--- src/design/gsp_pkg.sv ---
// Shared types, constants and helper functions for the gamepad serial poller.
// Used by gsp_link_fsm, gsp_decode and gamepad_serial_poller; depends on nothing.
package gsp_pkg;

  // Field widths.
  localparam int GuardW        = 10;
  localparam int ByteIdxW      = 5;
  localparam int BitIdxW       = 3;
  localparam int FrameBytesDef = 9;
  localparam int KeptBytes     = 9;
  localparam int KeptIdxW      = $clog2(KeptBytes);
  localparam logic [GuardW-1:0] GuardReset = GuardW'(32);

  // Command and identity bytes of the poll frame.
  localparam logic [7:0] CmdAddr = 8'h01;
  localparam logic [7:0] CmdPoll = 8'h42;
  localparam logic [7:0] CmdIdle = 8'h00;
  localparam logic [7:0] IdOk    = 8'h5A;

  // Positions of the bytes within the frame.
  localparam int unsigned ByteMode = 1;
  localparam int unsigned ByteId   = 2;
  localparam int unsigned ByteBtnL = 3;
  localparam int unsigned ByteBtnH = 4;
  localparam int unsigned ByteRx   = 5;
  localparam int unsigned ByteRy   = 6;
  localparam int unsigned ByteLx   = 7;
  localparam int unsigned ByteLy   = 8;

  typedef enum logic [2:0] {
    PH_IDLE  = 3'd0,
    PH_LEAD  = 3'd1,
    PH_HIGH  = 3'd2,
    PH_LOW   = 3'd3,
    PH_TRAIL = 3'd4
  } phase_e;

  typedef logic [7:0] byte_t;
  typedef byte_t [KeptBytes-1:0] frame_t;

  // Line levels produced by one tick.
  typedef struct packed {
    logic cs;
    logic clk;
    logic cmd;
    logic done;
  } line_t;

  // Decoded controller state held between frames.
  typedef struct packed {
    logic        link_ok;
    logic [7:0]  mode_byte;
    logic [15:0] buttons;
    logic [7:0]  right_x;
    logic [7:0]  right_y;
    logic [7:0]  left_x;
    logic [7:0]  left_y;
  } decoded_t;

  // Command byte sent at a given frame position.
  function automatic byte_t cmd_byte(input logic [ByteIdxW-1:0] idx);
    byte_t res;
    unique case (idx)
      ByteIdxW'(0): res = CmdAddr;
      ByteIdxW'(1): res = CmdPoll;
      default:      res = CmdIdle;
    endcase
    return res;
  endfunction

endpackage

--- src/design/gsp_link_fsm.sv ---
// Serial link sequencer: select, clock and command timing, data sampling and
// the store of received frame bytes. Depends on gsp_pkg.
module gsp_link_fsm #(
  parameter int FRAME_BYTES = gsp_pkg::FrameBytesDef
) (
  input  logic                        clk_i,
  input  logic                        rst_ni,
  input  logic                        step_i,
  input  logic                        start_req_i,
  input  logic                        data_in_i,
  input  logic [gsp_pkg::GuardW-1:0]  guard_ticks_i,
  output gsp_pkg::line_t              line_o,
  output gsp_pkg::frame_t             frame_o
);

  gsp_pkg::phase_e                     phase_q, phase_d, work;
  logic [gsp_pkg::GuardW-1:0]          guard_q, guard_d;
  logic [gsp_pkg::ByteIdxW-1:0]        byte_q, byte_d, byte_inc;
  logic [gsp_pkg::BitIdxW-1:0]         bit_q, bit_d;
  logic [7:0]                          shift_q, shift_d, shift_v;
  gsp_pkg::frame_t                     frame_q;
  logic                                wr_en;
  logic [gsp_pkg::KeptIdxW-1:0]        wr_idx;
  gsp_pkg::byte_t                      cmd_v;
  gsp_pkg::line_t                      line;

  assign byte_inc = byte_q + gsp_pkg::ByteIdxW'(1);
  assign wr_idx   = byte_q[gsp_pkg::KeptIdxW-1:0];

  // Next state and line levels for the current tick.
  always_comb begin
    phase_d  = phase_q;
    guard_d  = guard_q;
    byte_d   = byte_q;
    bit_d    = bit_q;
    shift_d  = shift_q;
    wr_en    = 1'b0;
    line     = '{cs: 1'b1, clk: 1'b1, cmd: 1'b0, done: 1'b0};
    cmd_v    = gsp_pkg::cmd_byte(byte_q);
    shift_v  = shift_q;
    shift_v[bit_q] = shift_q[bit_q] | data_in_i;

    // A leading guard that has run out acts as the first clock-high tick.
    work = phase_q;
    if (phase_q == gsp_pkg::PH_LEAD) begin
      if (guard_q != '0) begin
        guard_d = guard_q - gsp_pkg::GuardW'(1);
        line.cs = 1'b0;
      end else begin
        work    = gsp_pkg::PH_HIGH;
        phase_d = gsp_pkg::PH_HIGH;
      end
    end

    unique case (work)
      gsp_pkg::PH_LEAD: begin
        phase_d = gsp_pkg::PH_LEAD;
      end
      gsp_pkg::PH_HIGH: begin
        line.cs  = 1'b0;
        line.cmd = cmd_v[bit_q];
        phase_d  = gsp_pkg::PH_LOW;
      end
      gsp_pkg::PH_LOW: begin
        line.cs  = 1'b0;
        line.clk = 1'b0;
        line.cmd = cmd_v[bit_q];
        if (bit_q == '1) begin
          wr_en   = (byte_q < gsp_pkg::ByteIdxW'(gsp_pkg::KeptBytes));
          shift_d = '0;
          bit_d   = '0;
          byte_d  = byte_inc;
          if (byte_inc >= gsp_pkg::ByteIdxW'(FRAME_BYTES)) begin
            phase_d = gsp_pkg::PH_TRAIL;
            guard_d = guard_ticks_i;
          end else begin
            phase_d = gsp_pkg::PH_HIGH;
          end
        end else begin
          shift_d = shift_v;
          bit_d   = bit_q + gsp_pkg::BitIdxW'(1);
          phase_d = gsp_pkg::PH_HIGH;
        end
      end
      gsp_pkg::PH_TRAIL: begin
        if (guard_q != '0) begin
          guard_d = guard_q - gsp_pkg::GuardW'(1);
        end else begin
          line.done = 1'b1;
          phase_d   = gsp_pkg::PH_IDLE;
        end
      end
      default: begin
        // Idle, and any unused code behaves as idle.
        phase_d = gsp_pkg::PH_IDLE;
        if (start_req_i) begin
          phase_d = gsp_pkg::PH_LEAD;
          guard_d = guard_ticks_i;
          byte_d  = '0;
          bit_d   = '0;
          shift_d = '0;
          line.cs = 1'b0;
        end
      end
    endcase
  end

  // Sequencer registers advance once per accepted tick.
  always_ff @(posedge clk_i or negedge rst_ni) begin
    if (!rst_ni) begin
      phase_q <= gsp_pkg::PH_IDLE;
      guard_q <= '0;
      byte_q  <= '0;
      bit_q   <= '0;
      shift_q <= '0;
    end else if (step_i) begin
      phase_q <= phase_d;
      guard_q <= guard_d;
      byte_q  <= byte_d;
      bit_q   <= bit_d;
      shift_q <= shift_d;
    end
  end

  // Received bytes are stored as each one completes.
  always_ff @(posedge clk_i or negedge rst_ni) begin
    if (!rst_ni) begin
      frame_q <= '0;
    end else if (step_i && wr_en) begin
      frame_q[wr_idx] <= shift_v;
    end
  end

  assign line_o  = line;
  assign frame_o = frame_q;

endmodule

--- src/design/gsp_decode.sv ---
// Frame decoder: turns the received bytes into buttons, sticks, mode and
// link status, held until the next finished frame. Depends on gsp_pkg.
module gsp_decode (
  input  logic              clk_i,
  input  logic              rst_ni,
  input  logic              load_i,
  input  gsp_pkg::frame_t   frame_i,
  output gsp_pkg::decoded_t decoded_o
);

  gsp_pkg::decoded_t dec_q, dec_d;
  logic              id_ok;

  // The mode byte only counts when the identity byte matches.
  always_comb begin
    id_ok             = (frame_i[gsp_pkg::ByteId] == gsp_pkg::IdOk);
    dec_d.link_ok     = id_ok;
    dec_d.mode_byte   = id_ok ? frame_i[gsp_pkg::ByteMode] : 8'h00;
    dec_d.buttons     = {frame_i[gsp_pkg::ByteBtnH], frame_i[gsp_pkg::ByteBtnL]};
    dec_d.right_x     = frame_i[gsp_pkg::ByteRx];
    dec_d.right_y     = frame_i[gsp_pkg::ByteRy];
    dec_d.left_x      = frame_i[gsp_pkg::ByteLx];
    dec_d.left_y      = frame_i[gsp_pkg::ByteLy];
  end

  // Decoded values change only on the tick that ends a frame.
  always_ff @(posedge clk_i or negedge rst_ni) begin
    if (!rst_ni) begin
      dec_q <= '0;
    end else if (load_i) begin
      dec_q <= dec_d;
    end
  end

  assign decoded_o = dec_q;

endmodule

--- src/design/gamepad_serial_poller.sv ---
// Gamepad serial poller: each request is one half-bit tick of the link.
// An accepted request has its result in the output register in the next cycle.
// Throughput is one request per cycle unless the output stalls; the sequencer and the
// output register both advance on every accepted request, so the block never inserts
// bubbles. Reset clears the sequencer to idle, the frame store and the decoded state
// to zero, and loads a guard length of 32 ticks.
module gamepad_serial_poller #(
  parameter int FRAME_BYTES = gsp_pkg::FrameBytesDef
) (
  input  logic                       clk_i,
  input  logic                       rst_ni,
  input  logic                       guard_ticks_we_i,
  input  logic [gsp_pkg::GuardW-1:0] guard_ticks_i,
  input  logic                       in_valid_i,
  output logic                       in_stall_o,
  input  logic                       start_req_i,
  input  logic                       data_in_i,
  output logic                       out_valid_o,
  input  logic                       out_stall_i,
  output logic                       chip_select_o,
  output logic                       clock_out_o,
  output logic                       command_out_o,
  output logic                       frame_done_o,
  output logic                       link_ok_o,
  output logic [7:0]                 mode_byte_o,
  output logic [15:0]                buttons_o,
  output logic [7:0]                 right_x_o,
  output logic [7:0]                 right_y_o,
  output logic [7:0]                 left_x_o,
  output logic [7:0]                 left_y_o
);

  logic [gsp_pkg::GuardW-1:0] guard_cfg_q;
  logic                       take;
  logic                       out_valid_q, out_valid_d;
  gsp_pkg::line_t             line, line_q;
  gsp_pkg::frame_t            frame;
  gsp_pkg::decoded_t          decoded;

  // Guard length register.
  always_ff @(posedge clk_i or negedge rst_ni) begin
    if (!rst_ni) begin
      guard_cfg_q <= gsp_pkg::GuardReset;
    end else if (guard_ticks_we_i) begin
      guard_cfg_q <= guard_ticks_i;
    end
  end

  // A request is taken whenever the output register is free or being emptied.
  assign in_stall_o = out_valid_q && out_stall_i;
  assign take       = in_valid_i && !in_stall_o;

  gsp_link_fsm #(
    .FRAME_BYTES (FRAME_BYTES)
  ) u_link (
    .clk_i         (clk_i),
    .rst_ni        (rst_ni),
    .step_i        (take),
    .start_req_i   (start_req_i),
    .data_in_i     (data_in_i),
    .guard_ticks_i (guard_cfg_q),
    .line_o        (line),
    .frame_o       (frame)
  );

  gsp_decode u_decode (
    .clk_i     (clk_i),
    .rst_ni    (rst_ni),
    .load_i    (take && line.done),
    .frame_i   (frame),
    .decoded_o (decoded)
  );

  // Output register for the line levels of the last accepted tick.
  always_comb begin
    out_valid_d = out_valid_q && out_stall_i;
    if (take) begin
      out_valid_d = 1'b1;
    end
  end

  always_ff @(posedge clk_i or negedge rst_ni) begin
    if (!rst_ni) begin
      out_valid_q <= 1'b0;
    end else begin
      out_valid_q <= out_valid_d;
    end
  end

  always_ff @(posedge clk_i) begin
    if (take) begin
      line_q <= line;
    end
  end

  assign out_valid_o   = out_valid_q;
  assign chip_select_o = line_q.cs;
  assign clock_out_o   = line_q.clk;
  assign command_out_o = line_q.cmd;
  assign frame_done_o  = line_q.done;
  assign link_ok_o     = decoded.link_ok;
  assign mode_byte_o   = decoded.mode_byte;
  assign buttons_o     = decoded.buttons;
  assign right_x_o     = decoded.right_x;
  assign right_y_o     = decoded.right_y;
  assign left_x_o      = decoded.left_x;
  assign left_y_o      = decoded.left_y;

`ifndef SYNTHESIS
  // A frame ends with select already released.
  a_done_deselected: assert property (@(posedge clk_i) disable iff (!rst_ni)
    out_valid_o && frame_done_o |-> chip_select_o)
    else $error("frame_done raised while select is active");

  // The serial clock only goes low inside a frame.
  a_clk_low_selected: assert property (@(posedge clk_i) disable iff (!rst_ni)
    out_valid_o && !clock_out_o |-> !chip_select_o)
    else $error("serial clock low while select is inactive");

  // Every accepted request produces a result in the next cycle.
  a_take_gives_result: assert property (@(posedge clk_i) disable iff (!rst_ni)
    in_valid_i && !in_stall_o |=> out_valid_o)
    else $error("accepted request produced no result");

  // The link status only changes on a finished frame.
  a_link_on_done: assert property (@(posedge clk_i) disable iff (!rst_ni)
    !(take && line.done) |=> $stable(link_ok_o))
    else $error("link status changed outside a frame end");
`endif

endmodule
--- config.mk ---
export PLATFORM = sky130hd
export DESIGN_NAME = gamepad_serial_poller
export DESIGN_NICKNAME = d
export VERILOG_FILES = /design/src/design/gsp_pkg.sv /design/src/design/gsp_link_fsm.sv /design/src/design/gsp_decode.sv /design/src/design/gamepad_serial_poller.sv
export SDC_FILE = /design/constraint.sdc
export NUM_CORES = 1
export LEC_CHECK = 0
export BUFFER_PORTS_ARGS = -buffer_cell sky130_fd_sc_hd__clkbuf_2
export CORE_ASPECT_RATIO = 1.5
export CORE_MARGIN = 4
export CORE_UTILIZATION = 60
export DETAILED_ROUTE_END_ITERATION = 10
export GPL_TIMING_DRIVEN = 0
export PLACE_DENSITY = 0.81
export RECOVER_POWER = 25
export SYNTH_ARGS = -nofsm -noshare
export SYNTH_HDL_FRONTEND = slang
export SYNTH_SLANG_ARGS = --single-unit
--- constraint.sdc ---
create_clock -name clk_i -period 6.6 [get_ports clk_i]
set_input_delay 1.98 -clock clk_i [delete_from_list [all_inputs] [get_ports clk_i]]
set_output_delay 1.98 -clock clk_i [all_outputs]
set_load 0.02 [all_outputs]
==> results.json, run 1 <==
{
  "status": "complete, but fails checks",
  "violations": "capacitance limit, slew limit",
  "drive_above_1_share_pct": 37.2,
  "n_antenna_cell": 0,
  "timing.rr.start": "u_link.guard_q[0]",
  "die-area_um2": 14200,
  "areaGrowthSynthToFinish_pct": 16.1,
  "ys_types": 70,
  "rows": 49,
  "ir_worst_vdd_mv": 0.200,
  "fin_crit_ns": 4.49,
  "cp-end-kind": "async pin",
  "nets": 701,
  "synth-edff-count": 4,
  "root_buffer": "clkbuf_16",
  "place_congestion": 0.928,
  "min_period_over_period_pct": 68.0,
  "relSlewSlack_pct": -116,
  "grt_max_degree": 104,
  "cts_tree": "done",
  "cp_cell_sequence": "clkbuf_1",
  "ctsResizeCount": 0,
  "postCtsHoldBufs": 0,
  "crit_required_ns": 6.41,
  "clockBufferDepth": 2,
  "crit_path_start_kind": "input port",
  "path_class": "in -> async",
  "p_per_area_nw_per_um2": 293,
  "drt_wl_total_um": 17300,
  "ios": 80,
  "slew_violations": 59,
  "ys_ff_latch": 165,
  "syn_avg_cell_area_um2": 12.8,
  "place_area_um2": 8010,
  "place_inst": 809,
  "grt_pass1_wl_um": 28300,
  "fin_cells": 841,
  "htreeDepth": 4,
  "crit_family": "buffers and inverters",
  "grt_overflow": 0,
  "synth_area_leaders": "dfrtp_1 (54%), mux2_2 (20%), a22o_1 (1.9%), edfxtp_1 (1.6%), o21ai_0 (1.6%)",
  "worstHoldStart": "u_decode.decoded_o[56]",
  "drv_cap": 1,
  "synth_flop_cell": "dfrtp_1",
  "wl_per_cell_um": 20.6,
  "synth_area_um2": 7400,
  "drtPass1Iterations": 5,
  "r2r_slack_ns": 3.34,
  "leakage_nw": 4.27,
  "reg2reg_depth": 10,
  "setup_viol": 0,
  "hold_viol_final": 0,
  "async_flop_share_pct": 97.6,
  "clkTransAtPathRegs_ns": 0.07,
  "yosysMostFrequentCell": "dfrtp_1",
  "clock_sinks": 165,
  "slowest_delay_ns": 2.24,
  "vias": 5162,
  "drt_iter0_drc": 345,
  "dp_slack_ns": 2.25,
  "port_buffers": 77,
  "hold-path-endpoint": "u_decode.decoded_o[56]",
  "path_buf_inv": 1,
  "rsz0062_at_grt": "false",
  "final.setup.tns_ns": 0,
  "grt_usage_pct": 25.6,
  "syn_inst": 578,
  "synth_common_cells": "dfrtp_1 (160), mux2_2 (129), nand2_1 (30), nor2_1 (25), o21ai_0 (23)",
  "viasPerCell": 6.14,
  "die_w_um": 98.7,
  "finClkSkew_ns": 0.0123,
  "syn_nets": 604,
  "reg2reg_to": "u_decode.decoded_o[49]",
  "hpwl_um": 12000,
  "crit_fanout": 59,
  "initial_utilization_pct": 61.6,
  "yosysWarnings": 0,
  "cp.arrival_ns": 4.29,
  "grt_pass1_vias": 5505,
  "cts_inserted_buffers": 17,
  "ys_seq_area_share_pct": 56.1,
  "core_um2": 12000,
  "slowest_stage": "clkbuf_1",
  "ant_nets": 0,
  "hold_class": "reg -> reg",
  "clock.fmax_mhz": 223,
  "tightest_slew_ns": 3.25,
  "worstHoldPathCells": 1,
  "synth_top_area_cell": "dfrtp_1",
  "post-route-util_pct": 71.5,
  "antenna_found_initial": 0,
  "synth_top_area_share_pct": 54.1,
  "post-cts-setup-buffers": 0,
  "drc": 0,
  "setup_slack_ns": 2.11,
  "die_h_um": 144,
  "fin_area_um2": 8590,
  "worstSkewPairLatency_ns": 0.43
}
registers in the layout (all words and copies together), names as in the netlist:
signal              count
guard_cfg_q            10
clock_out_o             1
u_link.bit_q            3
command_out_o           1
u_link.byte_q           5
u_decode.decoded_o     57
frame_done_o            1
u_link.phase_q          3
u_link.shift_q          8
chip_select_o           1
u_link.guard_q         10
u_link.frame_o         64
out_valid_o             1
cell families after synthesis:
| kind of cell | Yosys count | synth area share [%] |
|---|---|---|
| and+or+nand+nor | 112 | 8.30 |
| adders and majority gates | 10 | 1.66 |
| muxes | 133 | 20.2 |
| xor gates and xnor gates | 5 | 0.592 |
| buffers and inverters | 42 | 2.47 |
| AOI/OAI and AO/OA | 111 | 10.7 |
| DFF | 165 | 56.1 |
area by class of cell:
cell class                 instances  area [um^2]
multi-input combinational        371         3060
buffer                            26          121
tap                              153          191
clock buffer                      18          439
sequential                       165         4150
inverter                          16         60.1
fill                             844         3430
clock inverter                    14          156
timing repair buffer              78          412
layer usage:
layer	track usage (%)	part of all wire, %
met1	28.6	37
met2	46.2	54
met3	4.87	4.8
met4	13.4	4.0
met5	0	0
metrics by stage:
stage	hold slack [ns]	total power [mW]
finish	0.490	2.52
global route	0.500	2.62
CTS	0.488	2.53
detailed placement	0.472	1.55
global placement	0.461	1.54
floorplan	0.452	1.39
placed cells by master (no fill, tap or decap), drive strengths merged, types with 8 or more instances in the layout:
| master | n |
|---|---|
| clkbuf | 114 |
| buf | 8 |
| o21ai | 24 |
| a22o | 16 |
| nor3 | 15 |
| a21oi | 12 |
| mux2 | 131 |
| nand2 | 30 |
| ha | 9 |
| nor2 | 26 |
| inv | 23 |
| dfrtp | 160 |
| o22ai | 9 |
worst max path at each step:
| stage | start | to | cells past startpoint |
|---|---|---|---|
| final | rst_ni | u_link.phase_q[0] | 1 |
| after global routing | rst_ni | u_link.frame_o[9] | 1 |
| after CTS | out_stall_i | in_stall_o | 3 |
| after detailed placement | out_stall_i | in_stall_o | 3 |
| after global placement | rst_ni | u_link.frame_o[44] | 1 |
| after floorplan | out_stall_i | in_stall_o | 1 |
power by group:
part	internal, mW	total [mW]	switching, mW
clock	0.518	0.984	0.466
sequential	1.07	1.13	0.0590
combinational	0.135	0.409	0.274
total	1.72	2.52	0.799
Power figures use the tool's default switching activity.
==> inputs of run 2 (changes only) <==
--- a/config.mk
+++ b/config.mk
@@ -5,13 +5,14 @@
 export SDC_FILE = /design/constraint.sdc
 export NUM_CORES = 1
 export LEC_CHECK = 0
+export ABC_AREA = 1
 export BUFFER_PORTS_ARGS = -buffer_cell sky130_fd_sc_hd__clkbuf_2
 export CORE_ASPECT_RATIO = 1.5
 export CORE_MARGIN = 4
-export CORE_UTILIZATION = 60
+export CORE_UTILIZATION = 53
 export DETAILED_ROUTE_END_ITERATION = 10
 export GPL_TIMING_DRIVEN = 0
-export PLACE_DENSITY = 0.81
+export PLACE_DENSITY = 0.76
 export RECOVER_POWER = 25
 export SYNTH_ARGS = -nofsm -noshare
 export SYNTH_HDL_FRONTEND = slang
==> constraint.sdc (replaced) <==
create_clock -name clk_i -period 3.9 [get_ports clk_i]
set_input_delay 1.17 -clock clk_i [delete_from_list [all_inputs] [get_ports clk_i]]
set_output_delay 1.17 -clock clk_i [all_outputs]
set_load 0.02 [all_outputs]
==> results.json, run 2 <==
{
  "port_buffers": 78,
  "fin_hold_ws_ns": 0.470,
  "route.met2.wl_um": 9350,
  "postCtsHoldBufs": 0,
  "relSlewSlack_pct": 5.45,
  "clockPowerShare_pct": 32.5,
  "yosysMostFrequentCell": "nand2_1",
  "clkTransAtPathRegs_ns": 0.07,
  "drc": 0,
  "synth_flop_cell": "dfrtp_1",
  "hold_class": "reg -> reg",
  "cp-end-kind": "primary output",
  "slew_violations": 0,
  "syn_inst": 916,
  "fin_cells": 1218,
  "fin_crit_ns": 2.70,
  "clock.fmax_mhz": 370,
  "die-area_um2": 16700,
  "rows": 53,
  "htreeDepth": 4,
  "total_power_mw": 5.16,
  "cp.arrival_ns": 1.53,
  "setup.worst_path.start": "out_stall_i",
  "grt_usage_pct": 22.8,
  "grt_pass1_wl_um": 30300,
  "nets": 1040,
  "hpwl_um": 12300,
  "p_int_mw": 3.31,
  "synth_compound_area_share_pct": 11.6,
  "vias": 6288,
  "syn_nets": 942,
  "areaGrowthSynthToFinish_pct": 16.0,
  "worstHoldStart": "u_decode.decoded_o[41]",
  "grt_max_degree": 107,
  "cts_tree": "done",
  "wl_per_cell_um": 14.5,
  "synth_xor_area_share_pct": 0.678,
  "synth_common_cells": "nand2_1 (330), dfrtp_1 (160), inv_1 (104), o21ai_0 (96), nor2_1 (36)",
  "die_w_um": 107,
  "setup_viol": 0,
  "yosysWarnings": 0,
  "ant_nets": 0,
  "drt_wl_total_um": 17600,
  "die_h_um": 156,
  "yosys.area_share.simple_pct": 24.5,
  "finClkSkew_ns": 0.00888,
  "drtPass1Iterations": 5,
  "post-cts-setup-buffers": 0,
  "antenna_found_initial": 0,
  "highest_layer": "met4",
  "crit_path_start_kind": "input port",
  "grt_overflow": 0,
  "crit_required_ns": 2.73,
  "async_flop_share_pct": 97.6,
  "leakage_nw": 4.64,
  "cts_inserted_buffers": 17,
  "root_buffer": "clkbuf_16",
  "worstSkewPairLatency_ns": 0.42,
  "switching_share_pct": 36.0,
  "core_um2": 14200,
  "drive_above_1_share_pct": 17.3,
  "ys_types": 42,
  "ctsResizeCount": 0,
  "final_cell_mix": "nand2_1 (330), dfrtp_1 (160), inv_1 (104)",
  "synth_top_area_share_pct": 51.7,
  "grt_pass1_vias": 6375,
  "ys_seq_area_share_pct": 53.5,
  "drv_cap": 0,
  "synth-edff-count": 4,
  "largest_register_ff_count": 64,
  "initial_utilization_pct": 54.6,
  "n_antenna_cell": 0,
  "met3RoutedLength_um": 782,
  "synth_top_area_cell": "dfrtp_1",
  "tightest_slew_ns": 1.42,
  "min_period_over_period_pct": 69.3,
  "path_class": "in -> out",
  "power_frac_seq_pct": 39.4,
  "power_switching_mw": 1.86,
  "drt_iter0_drc": 490,
  "p_per_area_nw_per_um2": 575,
  "syn_avg_cell_area_um2": 8.46,
  "crit_fanout": 2,
  "clock_sinks": 165,
  "clockBufferDepth": 2,
  "ir_worst_vdd_mv": 0.381,
  "final_common_cell": "nand2_1",
  "synth_top_family_by_area": "simple AND/OR/NAND/NOR gates",
  "place_inst": 1187,
  "synthAdderAreaFrac_pct": 1.45,
  "combPwrFrac_pct": 28.2,
  "hold_viol_final": 0,
  "synth_area_leaders": "dfrtp_1 (52%), nand2_1 (16%), o21ai_0 (6.2%), inv_1 (5.0%), nand3_1 (1.9%)",
  "timing.rr.start": "u_link.byte_q[0]",
  "ys_ff_latch": 165,
  "status": "finished, final reports clean",
  "place_congestion": 0.868,
  "wl_met1_um": 7060,
  "viasPerCell": 5.16,
  "ios": 80,
  "muxShareOfSynthArea_pct": 0.726,
  "rsz0062_at_grt": "false",
  "synth_area_um2": 7750
}
run 2: cell count changes after synthesis, sizes merged, moves of 8 or more:
cell	previous run	this run
nand2	30	334
mux2	131	5
nand4	3	12
clkbuf	18	10
o21ai	24	115
a22o	16	0
nor2	26	42
a21oi	12	30
buf	8	18
inv	15	110
nand3	7	32
run 2: worst paths after layout:
path | end | cells after the start | slack (ns)
max | in_stall_o | 4 | 1.20
max in group asynchronous | u_link.bit_q[0] | 2 | 1.38
min in group asynchronous | out_valid_o | 1 | 0.69
max reg2reg | u_link.guard_q[0] | 14 | 1.49
min | u_decode.decoded_o[41] | 2 | 0.47
min reg2reg | u_decode.decoded_o[41] | 2 | 0.47
run 2: logic make-up after synthesis:
| family | Yosys count |
|---|---|
| compound gates | 156 |
| xor+xnor | 6 |
| fa+ha+maj | 9 |
| buf+inv | 139 |
| flops | 165 |
| mux | 5 |
| simple gates | 436 |
run 2: power groups by stage:
stage | Sequential (mW) | Combinational, mW | Clock (mW)
2_1_floorplan | 2.11 | 0.982 | 0
3_3_place_gp | 2.06 | 1.41 | 0
3_5_place_dp | 2.06 | 1.45 | 0
4_1_cts | 2.03 | 1.46 | 1.70
5_1_grt | 2.06 | 1.63 | 1.79
6_report | 2.03 | 1.45 | 1.68
run 2: routing by layer:
layer	up-vias	GRT usage (%)
li1	3109	-
met1	2996	26.5
met4	0	10.1
met5	-	0
met2	147	41.2
met3	36	3.77
run 2: cell type report:
cell class / count / area, um^2
fill: 1289 / 5200
multi-input combinational: 612 / 3020
clock inverter: 14 / 169
tap: 192 / 240
sequential: 165 / 4150
inverter: 111 / 417
clock buffer: 17 / 425
buffer: 28 / 163
timing repair buffer: 79 / 407
run 2: critical path: stages:
cell and delay [ns]:
clkbuf_2 0.07, nand2_1 0.06, inv_1 0.07, clkbuf_2 0.16
run 2: through the flow:
step / setup slack, ns / cell area (um^2) / utilization, % / setup TNS [ns]
floorplan: 1.34 / 7750 / - / 0
global placement: -1.17 / 8380 / 59.1 / -184.82
detailed placement: 1.03 / 8420 / 59.3 / 0
CTS: 1.19 / 9010 / 63.5 / 0
global route: 1.04 / 8990 / 63.3 / 0
finish: 1.20 / 8990 / 63.3 / 0
